`config.mk`:
```
export PLATFORM = sky130hd
export DESIGN_NAME = percent_and_utf8_decoder
export DESIGN_NICKNAME = d
export VERILOG_FILES = /design/src/rtl/core/pud_pkg.sv /design/src/rtl/core/percent_and_utf8_decoder.sv
export SDC_FILE = /design/constraint.sdc
export NUM_CORES = 1
export LEC_CHECK = 0
export BUFFER_PORTS_ARGS = -buffer_cell sky130_fd_sc_hd__buf_2
export CAP_MARGIN = 20
export CORE_MARGIN = 1.5
export CORE_UTILIZATION = 60
export CTS_BUF_LIST = sky130_fd_sc_hd__clkbuf_2
export DETAILED_ROUTE_END_ITERATION = 12
export PLACE_DENSITY = 0.77
export SYNTH_ARGS = -nofsm -noshare
export SYNTH_HDL_FRONTEND = slang
export SYNTH_SLANG_ARGS = --single-unit
```
`constraint.sdc`:
```
create_clock -name clk -period 8.3 [get_ports clk]
set_input_delay 1.66 -clock clk [delete_from_list [all_inputs] [get_ports clk]]
set_output_delay 1.66 -clock clk [all_outputs]
set_load 0.005 [all_outputs]
```
`src/rtl/core/pud_pkg.sv`:
```
// Shared types, byte constants and hex helpers for the percent and UTF-8 decoder.
package pud_pkg;

	localparam int CP_W = 21;
	localparam int MAX_RES = 4;
	localparam int HELD_N = 3;

	localparam logic [7:0] BYTE_PCT = 8'h25;
	localparam logic [7:0] MASK_E0 = 8'hE0;
	localparam logic [7:0] MASK_F0 = 8'hF0;
	localparam logic [7:0] MASK_F8 = 8'hF8;
	localparam logic [7:0] MASK_C0 = 8'hC0;
	localparam logic [7:0] LEAD2 = 8'hC0;
	localparam logic [7:0] LEAD3 = 8'hE0;
	localparam logic [7:0] LEAD4 = 8'hF0;
	localparam logic [7:0] CONT = 8'h80;
	localparam logic [7:0] LOW6 = 8'h3F;
	localparam logic [7:0] LOW5 = 8'h1F;
	localparam logic [7:0] LOW4 = 8'h0F;
	localparam logic [7:0] LOW3 = 8'h07;
	localparam logic [CP_W-1:0] CP_LIMIT = 21'h10FFFF;

	// One result item before it goes to the output port
	typedef struct packed {
		logic [CP_W-1:0] cp;
		logic raw;
		logic err;
	} pud_res_t;

	function automatic logic is_hex(input logic [7:0] c);
		return (c >= 8'h30 && c <= 8'h39) || (c >= 8'h61 && c <= 8'h66) ||
			(c >= 8'h41 && c <= 8'h46);
	endfunction

	function automatic logic [3:0] hex_val(input logic [7:0] c);
		logic [3:0] v;
		v = 4'd0;
		if (c >= 8'h30 && c <= 8'h39) begin
			v = c[3:0];
		end else if (is_hex(c)) begin
			v = c[3:0] + 4'd9;
		end
		return v;
	endfunction

endpackage

```
`src/rtl/core/percent_and_utf8_decoder.sv`:
```
// Top level: percent-escape and UTF-8 decoder, one byte in, up to four code points out.
//
// channel | dir | tdata                               | tuser                       | tlast
// s_*     | in  | [7:0] in_byte                       | -                           | token_end
// m_*     | out | [20:0] code_point, [21] run_last    | [0] passed_raw,             | token_last
//         |     | (zero filled to 24 bits)            | [1] escape_error            |
//
// An input byte is decoded in the cycle it is accepted and its results land in a
// four-entry result buffer. The buffer drains one result per cycle while m_tready is high;
// bytes with one or no result go at one per cycle while m_tready is high.
// s_tready is high while the buffer is empty or its last result is being taken.
// arst_n clears the decode state and empties the buffer. Held bytes need no reset.
module percent_and_utf8_decoder (
	input  logic        clk,
	input  logic        arst_n,
	input  logic        s_tvalid,
	output logic        s_tready,
	input  logic [7:0]  s_tdata,   // [7:0] in_byte
	input  logic        s_tlast,   // token_end
	output logic        m_tvalid,
	input  logic        m_tready,
	output logic [23:0] m_tdata,   // [20:0] code_point, [21] run_last, [23:22] zero
	output logic [1:0]  m_tuser,   // [0] passed_raw, [1] escape_error
	output logic        m_tlast    // token_last
);
	import pud_pkg::*;

	typedef enum logic [1:0] {
		MODE_IDLE,
		MODE_PCT,
		MODE_UTF
	} mode_t;

	// decode state
	mode_t mode_q, mode_d;
	logic [7:0] held_q [HELD_N];
	logic [7:0] held_d [HELD_N];
	logic [1:0] hcnt_q, hcnt_d;
	logic [1:0] need_q, need_d;
	logic [CP_W-1:0] part_q, part_d, part_nx;

	// result buffer
	pud_res_t res_q [MAX_RES];
	pud_res_t list [MAX_RES];
	pud_res_t one_res;
	logic [2:0] n;
	logic [2:0] rem_q;
	logic [1:0] idx_q;
	logic end_q;

	logic in_fire, out_fire;
	logic fresh, flush_a, emit_one;
	logic [7:0] b;
	logic [7:0] pct_v;

	assign b = s_tdata;
	assign in_fire = s_tvalid && s_tready;
	assign out_fire = m_tvalid && m_tready;
	assign s_tready = (rem_q == 3'd0) || (rem_q == 3'd1 && m_tready);

	// decode one byte into next state and a list of results
	always_comb begin
		mode_d = mode_q;
		held_d = held_q;
		hcnt_d = hcnt_q;
		need_d = need_q;
		part_d = part_q;
		fresh = 1'b1;
		flush_a = 1'b0;
		emit_one = 1'b0;
		one_res = '0;
		n = 3'd0;
		for (int i = 0; i < MAX_RES; i++) begin
			list[i] = '0;
		end
		part_nx = {part_q[CP_W-7:0], b[5:0]};
		pct_v = {hex_val(held_q[1]), hex_val(b)};

		// continue a pending escape or sequence
		case (mode_q)
			MODE_PCT: begin
				if (is_hex(b)) begin
					fresh = 1'b0;
					if (hcnt_q < 2'd2) begin
						held_d[1] = b;
						hcnt_d = 2'd2;
					end else begin
						emit_one = 1'b1;
						one_res = '{cp: {13'd0, pct_v}, raw: 1'b0, err: pct_v[7]};
						mode_d = MODE_IDLE;
						hcnt_d = 2'd0;
						need_d = 2'd0;
						part_d = '0;
					end
				end else begin
					flush_a = 1'b1;
				end
			end
			MODE_UTF: begin
				if ((b & MASK_C0) == CONT && need_q != 2'd0) begin
					fresh = 1'b0;
					part_d = part_nx;
					need_d = need_q - 2'd1;
					if (need_q == 2'd1) begin
						emit_one = 1'b1;
						if (part_nx > CP_LIMIT) begin
							flush_a = 1'b1;
							one_res = '{cp: {13'd0, b}, raw: 1'b1, err: 1'b0};
						end else begin
							one_res = '{cp: part_nx, raw: 1'b0, err: 1'b0};
							mode_d = MODE_IDLE;
							hcnt_d = 2'd0;
							need_d = 2'd0;
							part_d = '0;
						end
					end else if (hcnt_q < 2'd3) begin
						held_d[hcnt_q] = b;
						hcnt_d = hcnt_q + 2'd1;
					end
				end else begin
					flush_a = 1'b1;
				end
			end
			default: begin
				mode_d = MODE_IDLE;
				hcnt_d = 2'd0;
				need_d = 2'd0;
				part_d = '0;
			end
		endcase

		// flush held bytes of a broken run
		if (flush_a) begin
			for (int i = 0; i < HELD_N; i++) begin
				if (2'(i) < hcnt_q && n < 3'd4) begin
					list[n[1:0]] = '{cp: {13'd0, held_q[i]}, raw: 1'b1, err: 1'b0};
					n = n + 3'd1;
				end
			end
			mode_d = MODE_IDLE;
			hcnt_d = 2'd0;
			need_d = 2'd0;
			part_d = '0;
		end
		if (emit_one && n < 3'd4) begin
			list[n[1:0]] = one_res;
			n = n + 3'd1;
		end

		// decode the byte as if idle
		if (fresh) begin
			if (b == BYTE_PCT) begin
				mode_d = MODE_PCT;
				held_d[0] = b;
				hcnt_d = 2'd1;
			end else if (b < CONT) begin
				if (n < 3'd4) begin
					list[n[1:0]] = '{cp: {13'd0, b}, raw: 1'b0, err: 1'b0};
					n = n + 3'd1;
				end
			end else if ((b & MASK_E0) == LEAD2) begin
				mode_d = MODE_UTF;
				held_d[0] = b;
				hcnt_d = 2'd1;
				need_d = 2'd1;
				part_d = {13'd0, b & LOW5};
			end else if ((b & MASK_F0) == LEAD3) begin
				mode_d = MODE_UTF;
				held_d[0] = b;
				hcnt_d = 2'd1;
				need_d = 2'd2;
				part_d = {13'd0, b & LOW4};
			end else if ((b & MASK_F8) == LEAD4) begin
				mode_d = MODE_UTF;
				held_d[0] = b;
				hcnt_d = 2'd1;
				need_d = 2'd3;
				part_d = {13'd0, b & LOW3};
			end else if (n < 3'd4) begin
				list[n[1:0]] = '{cp: {13'd0, b}, raw: 1'b1, err: 1'b0};
				n = n + 3'd1;
			end
		end

		// end of token: flush what is still pending
		if (s_tlast) begin
			if (mode_d != MODE_IDLE) begin
				for (int i = 0; i < HELD_N; i++) begin
					if (2'(i) < hcnt_d && n < 3'd4) begin
						list[n[1:0]] = '{cp: {13'd0, held_d[i]}, raw: 1'b1, err: 1'b0};
						n = n + 3'd1;
					end
				end
			end
			mode_d = MODE_IDLE;
			hcnt_d = 2'd0;
			need_d = 2'd0;
			part_d = '0;
		end
	end

	// control state: decode mode, counters and buffer occupancy
	always_ff @(posedge clk or negedge arst_n) begin
		if (!arst_n) begin
			mode_q <= MODE_IDLE;
			hcnt_q <= 2'd0;
			need_q <= 2'd0;
			part_q <= '0;
			rem_q <= 3'd0;
			idx_q <= 2'd0;
			end_q <= 1'b0;
		end else begin
			if (in_fire) begin
				mode_q <= mode_d;
				hcnt_q <= hcnt_d;
				need_q <= need_d;
				part_q <= part_d;
				rem_q <= n;
				idx_q <= 2'd0;
				end_q <= s_tlast;
			end else if (out_fire) begin
				rem_q <= rem_q - 3'd1;
				idx_q <= idx_q + 2'd1;
			end
		end
	end

	// payload: held bytes and buffered results
	always_ff @(posedge clk) begin
		if (in_fire) begin
			held_q <= held_d;
			res_q <= list;
		end
	end

	// drive the output item from the buffer
	assign m_tvalid = (rem_q != 3'd0);
	assign m_tdata = {2'b00, (rem_q == 3'd1), res_q[idx_q].cp};
	assign m_tuser = {res_q[idx_q].err, res_q[idx_q].raw};
	assign m_tlast = (rem_q == 3'd1) && end_q;

	// no new byte while more than one result waits
	assert property (@(posedge clk) disable iff (!arst_n) rem_q > 3'd1 |-> !s_tready)
		else $error("input taken while results still queued");

	// a byte with results shows its first result in the next cycle
	assert property (@(posedge clk) disable iff (!arst_n) in_fire && n != 3'd0 |=> m_tvalid)
		else $error("results of accepted byte not presented");

	// idle decoder holds nothing
	assert property (@(posedge clk) disable iff (!arst_n)
		mode_q == MODE_IDLE |-> hcnt_q == 2'd0 && need_q == 2'd0)
		else $error("idle decoder with pending bytes");

	// an escape result is never a passed-through byte
	assert property (@(posedge clk) disable iff (!arst_n) m_tvalid |-> !(m_tuser[0] && m_tuser[1]))
		else $error("raw and escape error flags both set");

endmodule
```
==> reports/results.tsv <==
stage	metric	value	unit
sta	tightestPinTransition	1.25	ns
cells_and_area	final_cell_area	10300	µm²
hold_path	min-delay-start	end_q	
global_route	grtUsageMet1	52.6	%
yosys	synth_xor_area_share	0.451	%
placed_design	dp_cells	1159	
yosys	seq_area_frac_synth	42.8	%
detailed_routing	drt-total-wl	30800	µm
setup_path	cp-end-kind	flop	
sta	hold_violations	0	
clock_network	cts_resized	0	
hold_path	whs_path_depth	2	
setup_path	r2r-start	mode_q[0]	
yosys	async_reset_ff_share	18.9	%
sta	skew	0.0343	ns
clock_network	insertion_delay	0.77	ns
sta	setup_tns	0	ns
detailed_routing	drtIter0Drc	1853	
hold_path	min_to	end_q	
clock_network	ctsHoldBuffers	0	
placed_design	port_buffers	39	
setup_path	worstReg2RegEnd	res_q[71]	
hold_path	hold_class	reg2reg	
sta	max_freq	0.135	GHz
setup_path	critPathMaxFanout	15	
clock_network	h-tree-depth	4	
yosys	syn-instance-count	946	
global_route	grt-ovfl-total	0	
sta	whs	0.511	ns
yosys	synthMuxAreaShare	7.39	%
setup_path	crit_type	in2reg	
sta	period_minus_slack	7.38	ns
sta	fin_crit_sh	89.0	%
floorplanning	die-width	130	µm
cells_and_area	instances_no_fill	1192	
floorplanning	die_h	130	µm
cells_and_area	fill_cells	1249	
clock_network	post_cts_buffers	0	
clock_network	root_buffer	clkbuf_2	
clock_network	numCtsBuffers	17	
global_route	antenna_found_initial	1	
floorplanning	std_cell_rows	46	
floorplanning	initial_core_util	61.4	%
global_route	busiest_layer	met2	
placed_design	gp_congestion	1.06	
yosys	synth_simple_gate_area_share	16.2	%
yosys	ys_types	92	
detailed_routing	ant_nets	0	
clock_network	clock_sinks	143	
clock_network	clk_pin_slew	0.24	ns
detailed_routing	vias	8693	
setup_path	reg2reg_depth	22	
setup_path	reg2reg_slack	1.56	ns
global_route	grt_util_met2	54.2	%
cells_and_area	drive_gt1_share	16.4	%
detailed_routing	avgViaCountPerCell	7.29	
floorplanning	core_area	15800	µm²
detailed_routing	drc	0	
sta	rsz0062_at_grt	no	
yosys	synth_top_family_by_area	compound AO/OA/AOI/OAI gates	
yosys	yosys_warnings	0	
global_route	grt_pass1_wl	46600	µm
yosys	synth-adder-area-share	4.12	%
placed_design	dp_hpwl	22300	µm
yosys	netlist_area	9710	µm²
cells_and_area	nNetsFinal	1007	
global_route	grtUsageTotal	37.4	%
pwr	irDropWorstVdd	0.339	mV
setup_path	required	8.88	ns
sta	slew_headroom	16.0	%
sta	slew_violations	0	
outcome	status	finished, final reports clean	
floorplanning	ios	42	
global_route	use_met3	7.67	%
yosys	synth-main-ff-cell	edfxtp_1	
cells_and_area	ff_latch_area	4160	µm²
detailed_routing	drtPass1Iterations	8	
pwr	powerDensity	242	nW/µm²
setup_path	startpoint_type	primary input	
cells_and_area	multi_input_area	5120	µm²
global_route	grt_start_max_net_pins	81	
placed_design	placed_area	10100	µm²
yosys	ys_seq_elements	143	
pwr	totalPowerFinal	2.49	mW
yosys	avgSynthCellArea	10.3	µm²
cells_and_area	syn2layout_area_growth	6.14	%
global_route	grt_pass1_vias	8025	
clock_network	cts_tree	yes	
yosys	synth-edff-count	116	
sta	setup_violations	0	
detailed_routing	avgRoutedWirePerCell	25.8	µm
clock_network	cts_buffer_depth	2	
yosys	synth_compound_area_share	24.4	%
job	maxCapViolations	0	
pwr	leakage	3.98	nW
floorplanning	die-area	17000	µm²
setup_path	arrival	7.96	ns
[worst max-delay path by stage]
stage	from	to	depth (start not counted)
2_1_floorplan	s_tdata[1]	res_q[70]	25
3_3_place_gp	s_tdata[0]	res_q[73]	26
3_5_place_dp	s_tdata[0]	res_q[2]	26
4_1_cts	s_tdata[0]	res_q[2]	26
5_1_grt	s_tdata[0]	res_q[2]	26
6_report	s_tdata[0]	res_q[71]	26
[final cells by class]
cell class / count / area share [%]
antenna: 1 / 0.0243
clock buffer: 17 / 0.825
clock inverter: 15 / 1.21
inverter: 41 / 1.52
multi-input combinational: 694 / 49.7
sequential: 143 / 40.3
tap: 216 / 2.62
timing repair buffer: 65 / 3.79
[report_power, final]
part,switching [mW],internal [mW],total [mW]
clock,0.296,0.0882,0.384
sequential,0.113,0.939,1.05
combinational,0.652,0.405,1.06
[sequential cells by signal, summed over array words and instances (netlist names)]
register,cells
res_q,92
held_q,24
need_q,2
idx_q,2
rem_q,3
part_q,15
mode_q,2
hcnt_q,2
end_q,1
[critical path, stage by stage]
cell	delay [ns]
buf_2	0.29
inv_1	0.14
ha_1	0.30
nor3b_1	0.18
o31ai_1	0.60
a21oi_1	0.23
a211oi_1	0.37
nor2_1	0.25
inv_1	0.13
ha_1	0.27
nand2_1	0.07
o21ai_0	0.10
ha_1	0.33
or3_1	0.36
and3_1	0.28
ha_1	0.33
a21oi_1	0.16
o21bai_1	0.19
ha_1	0.29
inv_1	0.08
a21o_1	0.14
ha_1	0.17
and3_1	0.45
o31ai_2	0.11
buf_4	0.18
a22oi_1	0.29
[layout by cell type (no fill, tap or decap), types with 4 or more instances in the layout]
cell type	netlist	routed
edfxtp_1	116	116
nand2_1	73	73
nor2_1	62	61
and3_1	57	57
o21ai_0	57	57
a21oi_1	50	50
inv_1	39	39
buf_2	11	39
ha_1	32	32
a22o_1	31	31
a211oi_1	27	26
dfrtp_1	27	26
buf_4	3	26
mux4_2	23	23
clkbuf_2	0	17
nor2b_1	16	16
a22oi_1	16	16
a21o_1	15	15
nand3_1	13	13
nor3_1	13	13
and2_1	13	13
o22ai_1	12	12
mux2i_1	11	11
a221o_1	9	9
a222oi_1	9	9
a31oi_1	8	8
mux2_2	8	8
a221oi_1	8	8
o32ai_1	8	8
o2bb2ai_1	7	7
o211ai_1	7	7
inv_6	0	6
nand4_1	5	5
o31ai_1	5	5
a211o_1	5	5
or4_1	4	4
o21bai_1	4	4
xnor2_1	4	4
nor4_1	4	4
[kinds of logic (layout without fill, tap and decap cells)]
logic type,after synthesis,count (layout)
fa+ha+maj,32,32
compound gates,320,320
buf+inv,110,138
mux,42,42
xor+xnor,5,5
other cells,1,3
flops,143,143
simple gates,293,293
[stage by stage]
stage | worst slack, ns | utilization, %
global placement | 0.543 | 63.8
global route | 0.661 | 65.1
floorplan | 1.13 | -
detailed placement | 0.401 | 63.8
finish | 0.916 | 65.1
CTS | 1.20 | 65.1
[Yosys cell counts (all sizes together) (16+ instances only)]
library cell,number,area [µm²]
edfxtp,116,3480
nand2,73,274
nor2,62,233
o21ai,60,308
and3,57,357
a21oi,52,283
clkbuf,50,188
inv,40,150
ha,32,400
a22o,31,272
a211oi,28,215
dfrtp,27,676
mux4,23,518
buf,19,104
a22oi,16,120
nor2b,16,100
[per-layer routing]
| metal | share of wire (%) | routed length (µm) |
|---|---|---|
| met3 | 11 | 3510 |
| met1 | 40 | 12300 |
| met5 | 0.15 | 47 |
| met2 | 43 | 13300 |
| met4 | 5.6 | 1710 |
(Power assumes the default switching activity.)
